**config.mk**
```make
export PLATFORM = sky130hd
export DESIGN_NAME = ipv6_address_text_parser
export DESIGN_NICKNAME = d
export VERILOG_FILES = /design/src/design/ip6tp_pkg.sv /design/src/design/ipv6_address_text_parser.sv
export SDC_FILE = /design/constraint.sdc
export NUM_CORES = 2
export LEC_CHECK = 0
export ABC_AREA = 1
export BUFFER_PORTS_ARGS = -buffer_cell sky130_fd_sc_hd__buf_2
export CAP_MARGIN = 10
export CORE_MARGIN = 4
export CORE_UTILIZATION = 32
export DETAILED_ROUTE_END_ITERATION = 10
export GPL_ROUTABILITY_DRIVEN = 1
export MAX_ROUTING_LAYER = met4
export SETUP_SLACK_MARGIN = 0.05
export SYNTH_ARGS = -nofsm -noshare
export SYNTH_HDL_FRONTEND = slang
export SYNTH_SLANG_ARGS = --single-unit
```
**constraint.sdc**
```tcl
create_clock -name i_clk -period 8.8 [get_ports i_clk]
set_input_delay 1.76 -clock i_clk [delete_from_list [all_inputs] [get_ports i_clk]]
set_output_delay 1.76 -clock i_clk [all_outputs]
set_load 0.01 [all_outputs]
```
**src/design/ip6tp_pkg.sv**
```systemverilog
`default_nettype none

package ip6tp_pkg;

    // One character of address text
    typedef struct packed {
        logic [7:0] char_code;
        logic       last;
    } t_char_item;

    // One parse result
    typedef struct packed {
        logic        valid_res;
        logic [63:0] addr_high;
        logic [63:0] addr_low;
    } t_addr_item;

    localparam int unsigned NUM_GROUPS = 8;

endpackage

`default_nettype wire

```
**src/design/ipv6_address_text_parser.sv**
```systemverilog
// The result is registered: it reaches the output register in the cycle after the
// character flagged last is accepted. Throughput: one character per cycle unless
// o_in_stall holds the input; each character updates the small parse registers and
// the final group compaction is fixed muxing in the same cycle.
// Reset (i_rst_n low, synchronous) clears all parse state and o_out_valid.
`default_nettype none

module ipv6_address_text_parser (
    input  wire                     i_clk,
    input  wire                     i_rst_n,
    input  ip6tp_pkg::t_char_item   i_in_item,
    input  wire                     i_in_valid,
    output logic                    o_in_stall,
    output ip6tp_pkg::t_addr_item   o_out_item,
    output logic                    o_out_valid,
    input  wire                     i_out_stall
);
    import ip6tp_pkg::*;

    localparam logic [2:0] PH_START = 3'd0;
    localparam logic [2:0] PH_LEAD  = 3'd1;
    localparam logic [2:0] PH_PIECE = 3'd2;
    localparam logic [2:0] PH_SEP   = 3'd3;
    localparam logic [2:0] PH_DEC   = 3'd4;
    localparam logic [2:0] PH_FAIL  = 3'd5;

    localparam logic [7:0] CH_COLON = 8'h3A;
    localparam logic [7:0] CH_DOT   = 8'h2E;

    // parse state
    logic [15:0] r_groups [NUM_GROUPS];
    logic [3:0]  r_gi;
    logic [3:0]  r_ci;
    logic        r_seen;
    logic [15:0] r_hex;
    logic [2:0]  r_dc;
    logic [7:0]  r_dec;
    logic        r_usable;
    logic [1:0]  r_dot;
    logic [2:0]  r_phase;

    // state after this character
    logic [15:0] s_groups [NUM_GROUPS];
    logic [3:0]  s_gi;
    logic [3:0]  s_ci;
    logic        s_seen;
    logic [15:0] s_hex;
    logic [2:0]  s_dc;
    logic [7:0]  s_dec;
    logic        s_usable;
    logic [1:0]  s_dot;
    logic [2:0]  s_phase;

    logic        r_out_valid;
    t_addr_item  r_out_item;
    t_addr_item  n_out_item;

    logic        accept;
    logic [7:0]  c;
    logic        is_dec, is_hex, is_colon, is_dot;
    logic [3:0]  nib;
    logic [11:0] dec_v;
    logic        dec_bad;
    logic        do_piece, do_compress, do_dec;

    assign accept     = i_in_valid && !o_in_stall;
    assign o_in_stall = r_out_valid && i_out_stall;
    assign o_out_valid = r_out_valid;
    assign o_out_item  = r_out_item;

    assign c        = i_in_item.char_code;
    assign is_dec   = (c >= 8'h30) && (c <= 8'h39);
    assign is_hex   = is_dec || ((c >= 8'h61) && (c <= 8'h66)) ||
                      ((c >= 8'h41) && (c <= 8'h46));
    assign nib      = is_dec ? c[3:0] : 4'(c[3:0] + 4'd9);
    assign is_colon = (c == CH_COLON);
    assign is_dot   = (c == CH_DOT);
    assign dec_v    = ({4'd0, r_dec} << 3) + ({4'd0, r_dec} << 1) + {8'd0, c[3:0]};
    assign dec_bad  = ((r_dc != 3'd0) && (r_dec == 8'd0)) || (dec_v > 12'd255);

    // one character step
    always_comb begin
        s_groups    = r_groups;
        s_gi        = r_gi;
        s_ci        = r_ci;
        s_seen      = r_seen;
        s_hex       = r_hex;
        s_dc        = r_dc;
        s_dec       = r_dec;
        s_usable    = r_usable;
        s_dot       = r_dot;
        s_phase     = r_phase;
        do_piece    = 1'b0;
        do_compress = 1'b0;
        do_dec      = 1'b0;

        unique case (r_phase)
            PH_START: begin
                if (is_colon) begin
                    s_phase = PH_LEAD;
                end else begin
                    s_phase  = PH_PIECE;
                    do_piece = 1'b1;
                end
            end
            PH_LEAD: begin
                if (is_colon) begin
                    s_phase     = PH_PIECE;
                    do_compress = 1'b1;
                end else begin
                    s_phase = PH_FAIL;
                end
            end
            PH_PIECE, PH_SEP: begin
                s_phase  = PH_PIECE;
                do_piece = 1'b1;
            end
            PH_DEC: begin
                do_dec = 1'b1;
            end
            default: begin
                s_phase = PH_FAIL;
            end
        endcase

        if (do_piece) begin
            priority if (r_dc == 3'd0 && r_gi >= 4'd8) begin
                s_phase = PH_FAIL;
            end else if (r_dc == 3'd0 && is_colon) begin
                do_compress = 1'b1;
            end else if (is_hex && r_dc < 3'd4) begin
                s_hex = {r_hex[11:0], nib};
                if (is_dec) begin
                    if (r_usable) begin
                        if (dec_bad) begin
                            s_usable = 1'b0;
                        end else begin
                            s_dec = dec_v[7:0];
                        end
                    end
                end else begin
                    s_usable = 1'b0;
                end
                s_dc = 3'(r_dc + 3'd1);
            end else if (is_dot) begin
                if (r_dc == 3'd0 || r_gi > 4'd6 || !r_usable) begin
                    s_phase = PH_FAIL;
                end else begin
                    s_groups[r_gi[2:0]] = {8'd0, r_dec};
                    s_dot    = 2'd1;
                    s_hex    = '0;
                    s_dc     = '0;
                    s_dec    = '0;
                    s_usable = 1'b1;
                    s_phase  = PH_DEC;
                end
            end else if (is_colon && r_dc != 3'd0) begin
                s_groups[r_gi[2:0]] = r_hex;
                s_gi     = 4'(r_gi + 4'd1);
                s_hex    = '0;
                s_dc     = '0;
                s_dec    = '0;
                s_usable = 1'b1;
                s_phase  = PH_SEP;
            end else begin
                s_phase = PH_FAIL;
            end
        end

        if (do_compress) begin
            if (r_seen) begin
                s_phase = PH_FAIL;
            end else begin
                s_gi   = 4'(r_gi + 4'd1);
                s_ci   = 4'(r_gi + 4'd1);
                s_seen = 1'b1;
            end
        end

        if (do_dec) begin
            priority if (is_dec) begin
                if (dec_bad) begin
                    s_phase = PH_FAIL;
                end else begin
                    s_dec = dec_v[7:0];
                    s_dc  = 3'(r_dc + 3'd1);
                end
            end else if (is_dot && r_dc != 3'd0 && r_dot < 2'd3) begin
                // second and fourth numbers close a group
                s_groups[r_gi[2:0]] = {r_groups[r_gi[2:0]][7:0], r_dec};
                if (r_dot[0]) begin
                    s_gi = 4'(r_gi + 4'd1);
                end
                s_hex    = '0;
                s_dc     = '0;
                s_dec    = '0;
                s_usable = 1'b1;
                s_dot    = 2'(r_dot + 2'd1);
            end else begin
                s_phase = PH_FAIL;
            end
        end
    end

    // end of text: close the open number, then slide the groups after the
    // compression point to the end, filling the gap with zeros
    logic [15:0] f_groups [NUM_GROUPS];
    logic [15:0] p_groups [NUM_GROUPS];
    logic [3:0]  f_gi;
    logic        f_bad;
    logic        f_ok;
    logic [3:0]  gap;
    logic [4:0]  gap_end;

    always_comb begin
        f_groups = s_groups;
        f_gi     = s_gi;
        f_bad    = 1'b0;
        if (s_phase == PH_PIECE) begin
            if (s_dc != 3'd0) begin
                f_groups[s_gi[2:0]] = s_hex;
                f_gi = 4'(s_gi + 4'd1);
            end
        end else if (s_phase == PH_DEC) begin
            if (s_dc == 3'd0 || s_dot != 2'd3) begin
                f_bad = 1'b1;
            end else begin
                f_groups[s_gi[2:0]] = {s_groups[s_gi[2:0]][7:0], s_dec};
                f_gi = 4'(s_gi + 4'd1);
            end
        end else begin
            f_bad = 1'b1;
        end
        f_ok = !f_bad && (s_seen || (f_gi == 4'd8));
    end

    assign gap     = 4'(4'd8 - f_gi);
    assign gap_end = {1'b0, s_ci} + {1'b0, gap};

    always_comb begin
        for (int k = 0; k < NUM_GROUPS; k++) begin
            if (!s_seen || 5'(k) < {1'b0, s_ci}) begin
                p_groups[k] = f_groups[k];
            end else if (5'(k) < gap_end) begin
                p_groups[k] = '0;
            end else begin
                p_groups[k] = f_groups[3'(3'(k) - gap[2:0])];
            end
        end
        n_out_item.valid_res = f_ok;
        n_out_item.addr_high = f_ok ? {p_groups[0], p_groups[1], p_groups[2], p_groups[3]}
                                    : 64'd0;
        n_out_item.addr_low  = f_ok ? {p_groups[4], p_groups[5], p_groups[6], p_groups[7]}
                                    : 64'd0;
    end

    always_ff @(posedge i_clk) begin
        if (!i_rst_n) begin
            for (int k = 0; k < NUM_GROUPS; k++) begin
                r_groups[k] <= '0;
            end
            r_gi     <= '0;
            r_ci     <= '0;
            r_seen   <= 1'b0;
            r_hex    <= '0;
            r_dc     <= '0;
            r_dec    <= '0;
            r_usable <= 1'b1;
            r_dot    <= '0;
            r_phase  <= PH_START;
        end else if (accept) begin
            if (i_in_item.last) begin
                for (int k = 0; k < NUM_GROUPS; k++) begin
                    r_groups[k] <= '0;
                end
                r_gi     <= '0;
                r_ci     <= '0;
                r_seen   <= 1'b0;
                r_hex    <= '0;
                r_dc     <= '0;
                r_dec    <= '0;
                r_usable <= 1'b1;
                r_dot    <= '0;
                r_phase  <= PH_START;
            end else begin
                r_groups <= s_groups;
                r_gi     <= s_gi;
                r_ci     <= s_ci;
                r_seen   <= s_seen;
                r_hex    <= s_hex;
                r_dc     <= s_dc;
                r_dec    <= s_dec;
                r_usable <= s_usable;
                r_dot    <= s_dot;
                r_phase  <= s_phase;
            end
        end
    end

    always_ff @(posedge i_clk) begin
        if (!i_rst_n) begin
            r_out_valid <= 1'b0;
        end else if (accept && i_in_item.last) begin
            r_out_valid <= 1'b1;
        end else if (!i_out_stall) begin
            r_out_valid <= 1'b0;
        end
    end

    always_ff @(posedge i_clk) begin
        if (accept && i_in_item.last) begin
            r_out_item <= n_out_item;
        end
    end

    // a rejected address carries a zero address
    a_invalid_zero: assert property (@(posedge i_clk) disable iff (!i_rst_n)
        (r_out_valid && !r_out_item.valid_res) |->
            (r_out_item.addr_high == 64'd0 && r_out_item.addr_low == 64'd0))
        else $error("invalid result with nonzero address");

    a_last_clears: assert property (@(posedge i_clk) disable iff (!i_rst_n)
        (accept && i_in_item.last) |=>
            (r_phase == PH_START && r_gi == 4'd0 && !r_seen && r_out_valid))
        else $error("state not cleared or no result after last item");

    a_gi_range: assert property (@(posedge i_clk) disable iff (!i_rst_n)
        (r_gi <= 4'd8) && (r_dc <= 3'd4))
        else $error("group index or digit count out of range");

    a_ci_le_gi: assert property (@(posedge i_clk) disable iff (!i_rst_n)
        r_seen |-> (r_ci != 4'd0 && r_ci <= r_gi))
        else $error("compression point beyond group index");

    a_no_result_mid: assert property (@(posedge i_clk) disable iff (!i_rst_n)
        (!r_out_valid && !(accept && i_in_item.last)) |=> !r_out_valid)
        else $error("result without last item");

endmodule

`default_nettype wire

```
==> results.py <==
metrics = {
    "layout": {
        "layout-drive-gt1-share": 0.103,
        "fillers": 9924,
        "final_common_cell": "nand2_1",
        "syn_to_final_growth_pct": 11.2,
        "layout_common_cells": "nand2_1 (1478), nand3_1 (849), a21oi_1 (562)",
        "fin_util": 0.359,
        "nNetsFinal": 4830,
    },
    "yosys": {
        "yosys.area_share.simple": 0.411,
        "yosysTopAreaCellShare": 0.195,
        "synth-adder-area-share": 0.0150,
        "yosysSeqAreaShare": 0.255,
        "syn_inst": 4780,
        "synth_area_sq_mm": 0.0286,
        "synthMuxAreaShare": 0,
        "synth_xor_area_frac": 0.00451,
        "synth-edff-count": 129,
        "synth.avg_cell_area_sq_um": 5.98,
        "synth_seq_cells": 300,
        "synth_compound_area_frac": 0.224,
        "synth_top_family_by_area": "simple AND/OR/NAND/NOR gates",
        "async_flop_share": 0,
        "synth_flop_cell": "dfxtp_1",
        "synthDistinctLibCells": 59,
        "synth_area_leaders": "nand2_1 (19%), nand3_1 (15%), edfxtp_1 (14%)",
        "syn_nets": 4826,
        "yosysWarnings": 0,
        "synth_top_cell_by_area": "nand2_1",
    },
    "critical_path": {
        "crit_slowest_cell": "fa_1",
        "max_stage_delay_ns": 0.77,
        "worst-path-buf-inv": 5,
        "critPathLaunchType": "flop",
        "crit_arrival_ns": 7.81,
        "crit_top_cell": "nand2_1",
        "worstPathRequired_ns": 9.24,
        "critPathTopFamily": "simple AND/OR/NAND/NOR gates",
        "crit_fanout": 26,
        "worstSetupPathType": "flop to flop",
        "worstSetupEndpointType": "flop",
    },
    "pwr": {
        "cellPowerDensity_mw_per_mm2": 118,
        "ir_worst_vdd_uv": 144,
        "leakage_uw": 0.0128,
    },
    "global_route": {
        "grt_pass1_vias": 34000,
        "gr-total-overflow": 0,
        "antenna_found_initial": 7,
        "grt_pass1_wl_um": 246000,
        "grt_max_degree": 130,
        "track_usage": 0.368,
    },
    "route": {
        "drc": 0,
        "vias": 36300,
        "drt_first_iter_violations": 4699,
        "wl_per_cell_um": 29.2,
        "via_per_inst": 6.07,
        "ant_nets": 0,
        "dr.pass1.iters": 6,
        "drt-total-wl_um": 175000,
    },
    "timing": {
        "setup_ws_ns": 1.43,
        "rsz0062_at_grt": "false",
        "finalMaxSlewViolations": 0,
        "finalSetupViolCount": 0,
        "fin_crit_sh": 0.838,
        "tightest_slew_ns": 1.20,
        "hold_violations": 0,
        "max_freq_mhz": 136,
        "maxSlewHeadroom": 0.198,
        "whs_ns": 0.463,
        "skew_ns": 0.0287,
        "fin_tns_setup_ns": 0,
        "finalCriticalPeriod_ns": 7.37,
    },
    "cts": {
        "cts_htree_levels": 2,
        "cts-resized-gates": 0,
        "cts_root_buffer": "clkbuf_16",
        "cts_buffer_depth": 3,
        "clock_latency_ns": 0.61,
        "cts_hold_buf": 0,
        "cts_setup_buffers": 0,
        "path_clk_slew_ns": 0.06,
        "cts_num_sinks": 300,
        "cts_tree": "done",
        "cts_made_buffers": 41,
    },
    "floorplanning": {
        "rows": 109,
        "core-area_sq_mm": 0.0885,
        "boundaryPins": 144,
        "die_x_um": 307,
        "initial_core_util": 0.323,
        "die-area_sq_mm": 0.0942,
        "die_y_um": 307,
    },
    "placed_design": {
        "place_congestion": 1.04,
        "dp_hpwl_um": 135000,
        "pre_cts_ws_ns": 1.10,
        "portBuffers": 143,
    },
    "worst_hold_path": {
        "min_path_type": "flop to flop",
    },
    "run": {
        "cap_violations": 0,
    },
    "run_status": {
        "status": "finished, final reports clean",
    },
}
flip-flops by register name (all words and copies together), names as in the netlist:
name         flops
o_out_item     129
o_out_valid      1
r_ci             4
r_dc             3
r_dec            8
r_dot            2
r_gi             4
r_groups       128
r_hex           16
r_phase          3
r_seen           1
r_usable         1
synthesized netlist by cell type (all sizes together) (18+ instances only):
library cell	count
a21oi	566
buf	159
clkbuf	147
dfxtp	171
edfxtp	129
ha	31
inv	308
nand2	1510
nand3	869
nand4	26
nor2	195
nor3	18
o211ai	98
o21ai	347
o221ai	36
o22ai	56
routing by layer:
metal / part of all wire / vias up / routed length, um / GRT usage
met1: 0.39 / 17300 / 68000 / 0.450
met4: 0.080 / 0 / 13900 / 0.237
met5: 0 / - / 0 / -
met2: 0.45 / 2116 / 78500 / 0.579
met3: 0.081 / 509 / 14200 / 0.0434
li1: - / 16400 / - / -
cell type report:
class / count / area, sq um / share of cell area
multi-input cells: 3854 / 18700 / 0.590
flip-flops and latches: 300 / 7300 / 0.229
repair buffers: 267 / 1670 / 0.0526
well taps: 1165 / 1460 / 0.0458
clock buffers: 58 / 1230 / 0.0388
inverters: 320 / 1210 / 0.0381
clock inverters: 17 / 171 / 0.00539
diodes: 3 / 7.51 / 0.000236
metrics by stage:
step,cells,instance area [sq um],total power (uW)
3_3_place_gp,5905,30400,1970
4_1_cts,5980,31800,3750
2_1_floorplan,4780,28600,1790
5_1_grt,5983,31800,3850
3_5_place_dp,5905,30400,1970
6_report,5984,31800,3750
tightest hold or removal path: cells and delay by family, from the launching register on:
family | cells | cell delay (ns)
AOI/OAI and AO/OA | 1 | 0.05
and+or+nand+nor | 1 | 0.06
DFF | 1 | 0.30
logic make-up after synthesis:
| family | Yosys count |
|---|---|
| simple gates | 2656 |
| compound gates | 1152 |
| xor+xnor | 13 |
| buf+inv | 626 |
| fa+ha+maj | 33 |
| flops | 300 |
final timing paths:
check               startpoint              to  slack, ns  cells after the start
hold reg to reg   r_groups[32]    r_groups[32]       0.46                      2
setup reg to reg      r_dec[0]  o_out_item[57]       1.43                     30
setup / recovery      r_dec[0]  o_out_item[57]       1.43                     30
hold / removal    r_groups[32]    r_groups[32]       0.46                      2
where the power goes:
group / switching, uW / internal [uW]
combinational: 353 / 101
sequential: 21.4 / 1470
clock: 759 / 1040
total: 1130 / 2620
No activity file was read; power rests on OpenSTA's default activity.
